### src/rtl/rgblut_pkg.sv
package rgblut_pkg;

    localparam int COMP_W          = 8;
    localparam int STEP_W          = 16;
    localparam int VAL_W           = 16;
    localparam int FRAC_W          = 12;
    localparam int POS_W           = COMP_W + STEP_W;
    localparam int IDX_W           = 8;
    localparam int CFG_IDX_W       = 3;
    localparam int CFG_DATA_W      = 16;
    localparam int DEF_TABLE_DEPTH = 256;
    // result queue depth, also the number of map items allowed in flight
    localparam int FIFO_DEPTH      = 8;

    typedef enum logic
    {
        OP_MAP   = 1'b0,
        OP_WRITE = 1'b1
    } op_t;

    typedef enum logic [1:0]
    {
        CH_RED   = 2'd0,
        CH_GREEN = 2'd1,
        CH_BLUE  = 2'd2
    } chan_t;

    typedef enum logic [CFG_IDX_W-1:0]
    {
        REG_RED_OFFSET   = 3'd0,
        REG_GREEN_OFFSET = 3'd1,
        REG_BLUE_OFFSET  = 3'd2,
        REG_RED_STEP     = 3'd3,
        REG_GREEN_STEP   = 3'd4,
        REG_BLUE_STEP    = 3'd5
    } reg_idx_t;

    localparam logic [STEP_W-1:0] STEP_RESET = 16'd4096;

    typedef struct packed
    {
        logic [COMP_W-1:0] offset;
        logic [STEP_W-1:0] step;
    } chan_cfg_t;

    typedef struct packed
    {
        logic              valid;
        logic [COMP_W-1:0] level;
    } lane_out_t;

    typedef struct packed
    {
        logic [COMP_W-1:0] red;
        logic [COMP_W-1:0] green;
        logic [COMP_W-1:0] blue;
    } pixel_t;

endpackage

### src/rtl/rgblut_merge.sv
module rgblut_merge (
    input  logic                          clk,
    input  logic                          rst_n,
    input  logic                          map_accept,
    input  rgblut_pkg::lane_out_t         red_res,
    input  rgblut_pkg::lane_out_t         green_res,
    input  rgblut_pkg::lane_out_t         blue_res,
    output logic                          full,
    output logic                          res_valid,
    input  logic                          res_stall,
    output logic [rgblut_pkg::COMP_W-1:0] red_out,
    output logic [rgblut_pkg::COMP_W-1:0] green_out,
    output logic [rgblut_pkg::COMP_W-1:0] blue_out
);

    import rgblut_pkg::*;

    localparam int PTR_W = $clog2(FIFO_DEPTH) + 1;

    pixel_t             mem [FIFO_DEPTH];
    logic [PTR_W-1:0]   wr_ptr_reg;
    logic [PTR_W-1:0]   rd_ptr_reg;
    logic [PTR_W-1:0]   credit_reg;
    logic [PTR_W-1:0]   credit_next;
    logic               push;
    logic               pop;
    pixel_t             head;

    assign push = red_res.valid & green_res.valid & blue_res.valid;
    assign pop  = res_valid & ~res_stall;

    always_comb
    begin
        case ({map_accept, pop})
            2'b10:   credit_next = credit_reg + PTR_W'(1);
            2'b01:   credit_next = credit_reg - PTR_W'(1);
            default: credit_next = credit_reg;
        endcase
    end

    always_ff @(posedge clk or negedge rst_n)
    begin
        if (!rst_n)
        begin
            wr_ptr_reg <= '0;
            rd_ptr_reg <= '0;
            credit_reg <= '0;
        end
        else
        begin
            credit_reg <= credit_next;
            if (push)
            begin
                wr_ptr_reg <= wr_ptr_reg + PTR_W'(1);
            end
            if (pop)
            begin
                rd_ptr_reg <= rd_ptr_reg + PTR_W'(1);
            end
        end
    end

    always_ff @(posedge clk)
    begin
        if (push)
        begin
            mem[wr_ptr_reg[PTR_W-2:0]] <= '{red:   red_res.level,
                                            green: green_res.level,
                                            blue:  blue_res.level};
        end
    end

    // credits count map items from acceptance until their result is taken
    assign full      = (credit_reg == PTR_W'(FIFO_DEPTH));
    assign res_valid = (wr_ptr_reg != rd_ptr_reg);
    assign head      = mem[rd_ptr_reg[PTR_W-2:0]];
    assign red_out   = head.red;
    assign green_out = head.green;
    assign blue_out  = head.blue;

endmodule

### config.mk
export PLATFORM = sky130hd
export DESIGN_NAME = rgblut_merge
export DESIGN_NICKNAME = d
export VERILOG_FILES = /design/src/rtl/rgblut_pkg.sv /design/src/rtl/rgblut_merge.sv
export SDC_FILE = /design/constraint.sdc
export NUM_CORES = 1
export LEC_CHECK = 0
export BUFFER_PORTS_ARGS = -buffer_cell sky130_fd_sc_hd__buf_2
export CORE_ASPECT_RATIO = 0.7
export CORE_MARGIN = 3
export CORE_UTILIZATION = 64
export CTS_BUF_LIST = sky130_fd_sc_hd__clkbuf_16
export CTS_CLUSTER_DIAMETER = 100
export DETAILED_ROUTE_END_ITERATION = 8
export PLACE_DENSITY = 0.84
export SYNTH_ARGS = -nofsm -noshare
export SYNTH_HDL_FRONTEND = slang
export SYNTH_SLANG_ARGS = --single-unit
export TNS_END_PERCENT = 1
### constraint.sdc
create_clock -name clk -period 4.54 [get_ports clk]
set_input_delay 1.135 -clock clk [delete_from_list [all_inputs] [get_ports clk]]
set_output_delay 1.135 -clock clk [all_outputs]
set_load 0.05 [all_outputs]
==> results.json, run 1 <==
{
  "outcome": "finished clean",
  "final-hold-violation-count": 0,
  "peakVddDrop_uv": 450.1,
  "report.final.slew_viol_count": 0,
  "detail_route.wirelength_mm": 15.01,
  "worst_setup_path_start_kind": "flip-flop",
  "tightest_slew_ps": 832.1,
  "max_freq_mhz": 252.2,
  "chipWidth_um": 140.7,
  "syn_area_per_cell_sq_um": 23.29,
  "slew_headroom_pct": 44.47,
  "drt_iter0_drc": 234,
  "gp_congestion": 0.7713,
  "port-buffer-count": 56,
  "final.period_utilization_pct": 87.35,
  "required_ps": 3400,
  "global_route_wire_length_before_repair_mm": 22.79,
  "root_buffer_cell": "sky130_fd_sc_hd__clkbuf_16",
  "cp.arrival_ps": 2830,
  "cts.clk_slew.worst_paths_ps": 60,
  "fp.coreArea_sq_um": 12060,
  "number_of_antenna_violations_at_the_first_check_in_global_routing": 0,
  "tritoncts_sinks": 204,
  "area_growth_syn_to_layout_pct": 14.04,
  "synth-seq-cells": 204,
  "mappedNetlistArea_sq_um": 8128,
  "placed_cells_incl_taps": 557,
  "grt-ovfl-total": 0,
  "fp.dieH_um": 100.3,
  "fill_cells": 631,
  "finish.utilization_pct": 76.88,
  "initial_utilization_pct": 67.41,
  "diodes": 0,
  "synth_nets": 386,
  "finalNetCount": 458,
  "worstPathMaxFanout": 28,
  "critical_path.max_stage_delay_ps": 850,
  "gr-max-usage-layer": "met2",
  "grtUsageTotal_pct": 22.07,
  "timing_worst_setup_path_type": "flip-flop to output port",
  "post_cts_setup_inserts": 0,
  "finalSetupViolations": 0,
  "via_density": 6.371,
  "ys_seq_area_share_pct": 74.63,
  "layout.cells.non_filler": 591,
  "cts-buffers-inserted": 19,
  "holdBufCountCts": 0,
  "slowest_stage": "sky130_fd_sc_hd__dfrtp_2",
  "timing.critical_path.buf_inv": 2,
  "netlist_instances": 349,
  "worst_hold_path.endpoint": "rd_ptr_reg[3]$_DFFE_PN0N_",
  "core.rowCount": 33,
  "cells_along_the_critical_path": "buf_12, mux4_1, mux2_2, buf_2",
  "rsz_0062_raised_after_global_routing": "false",
  "p_total_mw": 5.917,
  "synth_warnings": 0,
  "rr_startpoint": "rd_ptr_reg[0]$_DFFE_PN0N_",
  "synth_top_cells_by_area": "sky130_fd_sc_hd__edfxtp_1 (71%), sky130_fd_sc_hd__mux4_1 (16%), sky130_fd_sc_hd__dfrtp_1 (3.7%)",
  "num_io_pins": 57,
  "clk_latency_ps": 490,
  "setup-tns-final_ps": 0,
  "dp_hpwl_mm": 8.311,
  "largest_reg_flops": 192,
  "hold_path.startpoint": "rd_ptr_reg[3]$_DFFE_PN0N_",
  "routed-via-count": 3765,
  "setup.reg_to_reg.worst_slack_ps": 1070,
  "reg2reg_to": "credit_reg[3]$_DFFE_PN0P_",
  "met1_track_demand_over_resource_in_global_routing_pct": 29.91,
  "dieArea_sq_um": 14110,
  "drive_gt1_share_pct": 31.11,
  "yosysUniqueCellTypes": 31,
  "detailedRoute.firstPassIterationCount": 4,
  "power_per_cell_area_nw_per_um2": 638.3,
  "grt_start_max_net_pins": 29,
  "postCtsResizedCells": 0,
  "htreeDepth": 1,
  "vias_in_the_first_global_route": 3894,
  "critical_path.top_delay_family": "multiplexers",
  "hp-class": "flip-flop to flip-flop",
  "holdPathStages": 1,
  "yosys.area.top_type_share_pct": 70.94,
  "cts.path.max_buffers": 3,
  "final_setup_skew_ps": 5.594,
  "crit_path_end_kind": "output port",
  "synth_top_cell_by_area": "sky130_fd_sc_hd__edfxtp_1",
  "static_power_due_to_leakage_nw": 3.248,
  "max_cap_viols": 0,
  "post_drt_wl_per_cell_um": 25.40,
  "use_met3_pct": 4.048,
  "cts_tree": "yes",
  "remaining_drc_errors": 0,
  "shortest_period_the_worst_path_allows_ps": 3966,
  "timing.reg2reg.worst_path_depth": 9,
  "antenna_left": 0,
  "gr-usage-met2_pct": 37.06,
  "final.hold.worst_slack_ps": 509.6
}
-- placed cells by master (no fill, tap or decap) --
cell type                    instances
sky130_fd_sc_hd__a2111oi_0           1
sky130_fd_sc_hd__a21o_1              1
sky130_fd_sc_hd__a21oi_1             1
sky130_fd_sc_hd__a311o_1             1
sky130_fd_sc_hd__a41oi_1             1
sky130_fd_sc_hd__a41oi_2             1
sky130_fd_sc_hd__buf_12              1
sky130_fd_sc_hd__buf_2              56
sky130_fd_sc_hd__buf_4              10
sky130_fd_sc_hd__bufinv_16           4
sky130_fd_sc_hd__clkbuf_16          19
sky130_fd_sc_hd__clkinv_1            3
sky130_fd_sc_hd__clkinv_2            5
sky130_fd_sc_hd__clkinvlp_4          1
sky130_fd_sc_hd__dfrtp_1            10
sky130_fd_sc_hd__dfrtp_2             2
sky130_fd_sc_hd__edfxtp_1          192
sky130_fd_sc_hd__fa_1                1
sky130_fd_sc_hd__ha_1                5
sky130_fd_sc_hd__inv_1               6
sky130_fd_sc_hd__inv_6               1
sky130_fd_sc_hd__mux2_2             26
sky130_fd_sc_hd__mux2i_1             1
sky130_fd_sc_hd__mux4_1             48
sky130_fd_sc_hd__nand2_1             5
sky130_fd_sc_hd__nand2b_1            2
sky130_fd_sc_hd__nand3_1             2
sky130_fd_sc_hd__nand4_1             4
sky130_fd_sc_hd__nor2_2              6
sky130_fd_sc_hd__nor3_2              2
sky130_fd_sc_hd__nor4_1              1
sky130_fd_sc_hd__nor4b_1             2
sky130_fd_sc_hd__o21ai_0             1
sky130_fd_sc_hd__or2_2               1
sky130_fd_sc_hd__xnor2_1             8
sky130_fd_sc_hd__xor2_1              3
-- per-layer routing --
| layer | routed length, um | up-vias |
|---|---|---|
| li1 | - | 1642 |
| met1 | 6305 | 1961 |
| met2 | 7549 | 122 |
| met3 | 718 | 40 |
| met4 | 435 | 0 |
| met5 | 0 | - |
-- power by group --
group | internal, mW | total [mW] | switching (mW)
sequential | 2.17 | 2.37 | 0.203
combinational | 0.752 | 1.90 | 1.14
clock | 0.994 | 1.65 | 0.657
-- cells in the mapped netlist --
cell type	instances
sky130_fd_sc_hd__edfxtp_1	192
sky130_fd_sc_hd__mux4_1	48
sky130_fd_sc_hd__mux2_2	26
sky130_fd_sc_hd__dfrtp_1	12
sky130_fd_sc_hd__xnor2_1	8
sky130_fd_sc_hd__clkbuf_1	7
sky130_fd_sc_hd__buf_6	6
sky130_fd_sc_hd__nor2_1	6
sky130_fd_sc_hd__ha_1	5
sky130_fd_sc_hd__inv_1	5
sky130_fd_sc_hd__nand2_1	5
sky130_fd_sc_hd__nand4_1	4
sky130_fd_sc_hd__xor2_1	3
sky130_fd_sc_hd__nand2b_1	2
sky130_fd_sc_hd__nand3_1	2
sky130_fd_sc_hd__nor3_1	2
sky130_fd_sc_hd__nor4b_1	2
sky130_fd_sc_hd__a2111oi_0	1
sky130_fd_sc_hd__a21o_1	1
sky130_fd_sc_hd__a21oi_1	1
sky130_fd_sc_hd__a311o_1	1
sky130_fd_sc_hd__a41oi_1	1
sky130_fd_sc_hd__a41oi_2	1
sky130_fd_sc_hd__buf_1	1
sky130_fd_sc_hd__buf_2	1
sky130_fd_sc_hd__buf_4	1
sky130_fd_sc_hd__fa_1	1
sky130_fd_sc_hd__mux2i_1	1
sky130_fd_sc_hd__nor4_1	1
sky130_fd_sc_hd__o21ai_0	1
sky130_fd_sc_hd__or2_2	1
-- how the worst max path moves through the flow --
stage | from | to | slack, ps | depth (start not counted)
after detailed placement | rd_ptr_reg[0]$_DFFE_PN0N_ | green_out[6] | 1120 | 4
after global placement | rd_ptr_reg[0]$_DFFE_PN0N_ | green_out[4] | 1170 | 4
after floorplan | blue_res[8] | mem[0][0]$_DFFE_PP_ | 870 | 3
after global routing | rd_ptr_reg[0]$_DFFE_PN0N_ | green_out[4] | 500 | 4
after CTS | rd_ptr_reg[0]$_DFFE_PN0N_ | green_out[4] | 560 | 4
final | rd_ptr_reg[0]$_DFFE_PN0N_ | green_out[4] | 570 | 4
-- final cells by class --
class	count	area [sq um]	area share (%)
sequential	204	6068	65.47
inverter	5	18.77	0.2025
clock inverter	15	176.4	1.903
tap	157	196.4	2.119
clock buffer	19	475.5	5.130
multi-input combinational	124	1958	21.13
timing repair buffer	67	375.4	4.050
-- per-stage QoR --
step                setup slack, ps  area [sq um]
global placement               1172          8617
floorplan                     870.4          8128
CTS                           561.5          9269
detailed placement             1121          8617
global route                  503.8          9269
finish                        574.1          9269
-- cell families after synthesis --
group	count (synthesis)	share of synthesized area [%]
flip-flops	204	74.63
multiplexers	75	19.24
AND/OR/NAND/NOR	25	1.586
buffers and inverters	21	1.586
XOR/XNOR	11	1.185
AO/OA/AOI/OAI	7	0.7543
adder cells (fa/ha/maj)	6	1.016
(Power assumes the default switching activity.)
==> inputs of run 2 (changes only) <==
--- a/config.mk
+++ b/config.mk
@@ -5,6 +5,7 @@
 export SDC_FILE = /design/constraint.sdc
 export NUM_CORES = 1
 export LEC_CHECK = 0
+export ABC_AREA = 1
 export BUFFER_PORTS_ARGS = -buffer_cell sky130_fd_sc_hd__buf_2
 export CORE_ASPECT_RATIO = 0.7
 export CORE_MARGIN = 3
==> run 2 against run 1 <==
- flip-flop and latch count unchanged
- global-route usage rose by 2.0 points
- power rose by 2.5%
- synthesized cell count grew 99%
- final cell count increased by 55%
- hold slack better by 14 ps
==> results.json, run 2 <==
{
  "outcome": "finished clean",
  "holdBufCountCts": 0,
  "largest_reg_flops": 192,
  "postSynth.asyncResetShare_pct": 5.882,
  "worstPathMaxFanout": 69,
  "post_cts_setup_inserts": 0,
  "port-buffer-count": 56,
  "synth_top_cells_by_area": "sky130_fd_sc_hd__edfxtp_1 (69%), sky130_fd_sc_hd__nor2_1 (7.1%), sky130_fd_sc_hd__o21ai_0 (5.1%)",
  "gp_congestion": 0.8297,
  "placed_cells_incl_taps": 887,
  "switching_share_pct": 42.00,
  "rsz_0062_raised_after_global_routing": "false",
  "detailedRoute.firstPassIterationCount": 5,
  "grt-ovfl-total": 0,
  "remaining_drc_errors": 0,
  "pwr-share-clk_pct": 22.8,
  "power.switching_mw": 2.546,
  "peakVddDrop_uv": 657.5,
  "drt_iter0_drc": 486,
  "setup.reg_to_reg.worst_slack_ps": 1400,
  "combined_area_of_the_multi_input_logic_cells_sq_um": 1956,
  "dp_hpwl_mm": 9.213,
  "finalSetupViolations": 0,
  "synth_nets": 731,
  "post_drt_wl_per_cell_um": 18.35,
  "diodes": 0,
  "syn_area_per_cell_sq_um": 11.98,
  "p_total_mw": 6.063,
  "final.period_utilization_pct": 86.31,
  "finalNetCount": 783,
  "combPwrFrac_pct": 39.3,
  "grt_start_max_net_pins": 99,
  "area_growth_syn_to_layout_pct": 10.44,
  "postCtsResizedCells": 0,
  "root_buffer_cell": "sky130_fd_sc_hd__clkbuf_16",
  "dieArea_sq_um": 14420,
  "synth_top_cell_by_area": "sky130_fd_sc_hd__edfxtp_1",
  "fp.dieH_um": 101.4,
  "core.rowCount": 34,
  "number_of_enable_flip_flop_cells_after_synthesis": 192,
  "final_setup_skew_ps": 7.585,
  "ff_latch_area_sq_um": 6068,
  "yosysUniqueCellTypes": 24,
  "detail_route.wirelength_mm": 16.82,
  "synth-seq-cells": 204,
  "chipWidth_um": 142.2,
  "mappedNetlistArea_sq_um": 8314,
  "timing_worst_setup_path_type": "flip-flop to output port",
  "rr_startpoint": "rd_ptr_reg[0]$_DFFE_PN0N_",
  "detailedPlace.worstSlack_ps": 1146,
  "fp.coreArea_sq_um": 12550,
  "via_density": 5.868,
  "synth_warnings": 0,
  "max_cap_viols": 0,
  "fill_cells": 808,
  "vias_in_the_first_global_route": 5377,
  "cts.path.max_buffers": 3,
  "ys_seq_area_share_pct": 72.96,
  "synth_common_cells": "sky130_fd_sc_hd__edfxtp_1 (192), sky130_fd_sc_hd__nor2_1 (158), sky130_fd_sc_hd__nand2_1 (108)",
  "tightest_slew_ps": 998.1,
  "report.final.slew_viol_count": 0,
  "layout.cells.non_filler": 917,
  "cts_tree": "yes",
  "commonest_non_fill_non_tap_cell_in_the_layout": "sky130_fd_sc_hd__edfxtp_1",
  "static_power_due_to_leakage_nw": 3.376,
  "shortest_period_the_worst_path_allows_ps": 3919,
  "share_seq_of_total_power_pct": 38.0,
  "gr-usage-met2_pct": 39.00,
  "num_io_pins": 57,
  "finish.utilization_pct": 73.17,
  "crit_path_end_kind": "output port",
  "finish.instance_area_sq_um": 9183,
  "initial_utilization_pct": 66.25,
  "placed_area_sq_um": 8660,
  "htreeDepth": 1,
  "cts.clk_slew.worst_paths_ps": 60,
  "post-synth-top-count-cell": "sky130_fd_sc_hd__edfxtp_1",
  "clk_latency_ps": 480,
  "final.hold.worst_slack_ps": 523.1,
  "use_met3_pct": 4.719,
  "tritoncts_sinks": 204,
  "setup.worst_path.end": "red_out[3]",
  "hp-class": "input pin to asynchronous set/reset pin",
  "required_ps": 3400,
  "worst_setup_path_startpoint": "rd_ptr_reg[0]$_DFFE_PN0N_",
  "cts-buffers-inserted": 19,
  "final_cell_mix": "sky130_fd_sc_hd__edfxtp_1 (192), sky130_fd_sc_hd__nor2_1 (150), sky130_fd_sc_hd__nand2_1 (108)",
  "setup-tns-final_ps": 0,
  "max_freq_mhz": 255.2,
  "timing.reg2reg.worst_path_depth": 15,
  "global_route_wire_length_before_repair_mm": 27.22,
  "p_int_mw": 3.517,
  "final-hold-violation-count": 0,
  "gr-max-usage-layer": "met2",
  "yosys.area.top_type_share_pct": 69.35,
  "met1_track_demand_over_resource_in_global_routing_pct": 33.37,
  "number_of_antenna_violations_at_the_first_check_in_global_routing": 1,
  "cp.arrival_ps": 2780,
  "grtUsageTotal_pct": 24.10,
  "reg2reg_to": "credit_reg[3]$_DFFE_PN0P_",
  "drive_gt1_share_pct": 14.04,
  "routed-via-count": 5381,
  "postLayoutSetupSlackWorst_ps": 621.4,
  "power_per_cell_area_nw_per_um2": 660.3,
  "netlist_instances": 694,
  "slew_headroom_pct": 33.46,
  "antenna_left": 0,
  "worst_setup_path_start_kind": "flip-flop",
  "top_flip_flop_cell_by_instance_count_after_synthesis": "sky130_fd_sc_hd__edfxtp_1"
}
run 2: cell types whose count changed in the layout (fill, tap and decap cells not counted), moves of 5 or more:
cell | before | now
sky130_fd_sc_hd__o21ai_0 | 1 | 85
sky130_fd_sc_hd__xnor2_1 | 8 | 2
sky130_fd_sc_hd__mux2_2 | 26 | 0
sky130_fd_sc_hd__nand3_1 | 2 | 7
sky130_fd_sc_hd__o21ai_1 | 0 | 62
sky130_fd_sc_hd__mux4_1 | 48 | 0
sky130_fd_sc_hd__nor2_1 | 0 | 150
sky130_fd_sc_hd__inv_1 | 6 | 19
sky130_fd_sc_hd__nand2_1 | 5 | 108
run 2: layout make-up:
| type | count | share of cell area, % |
|---|---|---|
| Tap cell | 162 | 2.207 |
| Clock inverter | 11 | 0.5178 |
| Multi-Input combinational cell | 437 | 21.30 |
| Timing Repair Buffer | 68 | 4.033 |
| Inverter | 16 | 0.6813 |
| Sequential cell | 204 | 66.09 |
| Clock buffer | 19 | 5.178 |
run 2: layer usage:
metal | part of all wire [%] | wire (um)
met4 | 3.0 | 503
met2 | 48 | 8061
met3 | 7.2 | 1215
met5 | 0.077 | 13
met1 | 42 | 7030
run 2: worst min path at each step:
| stage | cells after the start | end | slack [ps] | startpoint |
|---|---|---|---|---|
| after floorplan | 1 | wr_ptr_reg[3]$_DFFE_PN0P_ | 460 | wr_ptr_reg[3]$_DFFE_PN0P_ |
| after global placement | 1 | wr_ptr_reg[3]$_DFFE_PN0P_ | 480 | wr_ptr_reg[3]$_DFFE_PN0P_ |
| after detailed placement | 1 | wr_ptr_reg[3]$_DFFE_PN0P_ | 510 | wr_ptr_reg[3]$_DFFE_PN0P_ |
| after CTS | 1 | rd_ptr_reg[3]$_DFFE_PN0N_ | 520 | rst_n |
| after global routing | 1 | rd_ptr_reg[3]$_DFFE_PN0N_ | 530 | rst_n |
| final | 1 | rd_ptr_reg[3]$_DFFE_PN0N_ | 520 | rst_n |
run 2: worst max-delay path, cell delays in order (launching register included):
cell and delay (ps):
sky130_fd_sc_hd__dfrtp_2 750, sky130_fd_sc_hd__buf_4 650, sky130_fd_sc_hd__nor2_1 100, sky130_fd_sc_hd__nor2_1 120, sky130_fd_sc_hd__o21ai_1 80, sky130_fd_sc_hd__o21ai_1 140, sky130_fd_sc_hd__nand2_1 80, sky130_fd_sc_hd__nand2_1 100
sky130_fd_sc_hd__buf_2 260
run 2: cells by family (layout without fill, tap and decap cells):
family / count (synthesis) / count (layout) / share of synthesized area, %
adders and majority gates: 6 / 6 / 0.9932
xor gates and xnor gates: 7 / 7 / 0.7374
DFF: 204 / 204 / 72.96
buffers and inverters: 53 / 114 / 3.762
AOI/OAI and AO/OA: 148 / 148 / 8.909
and+or+nand+nor: 276 / 276 / 12.64
run 2: power by group through the flow:
stage / clock network, mW / logic (mW) / registers (mW)
3_3_place_gp: 0 / 2.29 / 2.33
4_1_cts: 1.40 / 2.38 / 2.30
6_report: 1.38 / 2.38 / 2.30
2_1_floorplan: 0 / 2.00 / 2.24
5_1_grt: 1.47 / 2.62 / 2.32
3_5_place_dp: 0 / 2.37 / 2.34
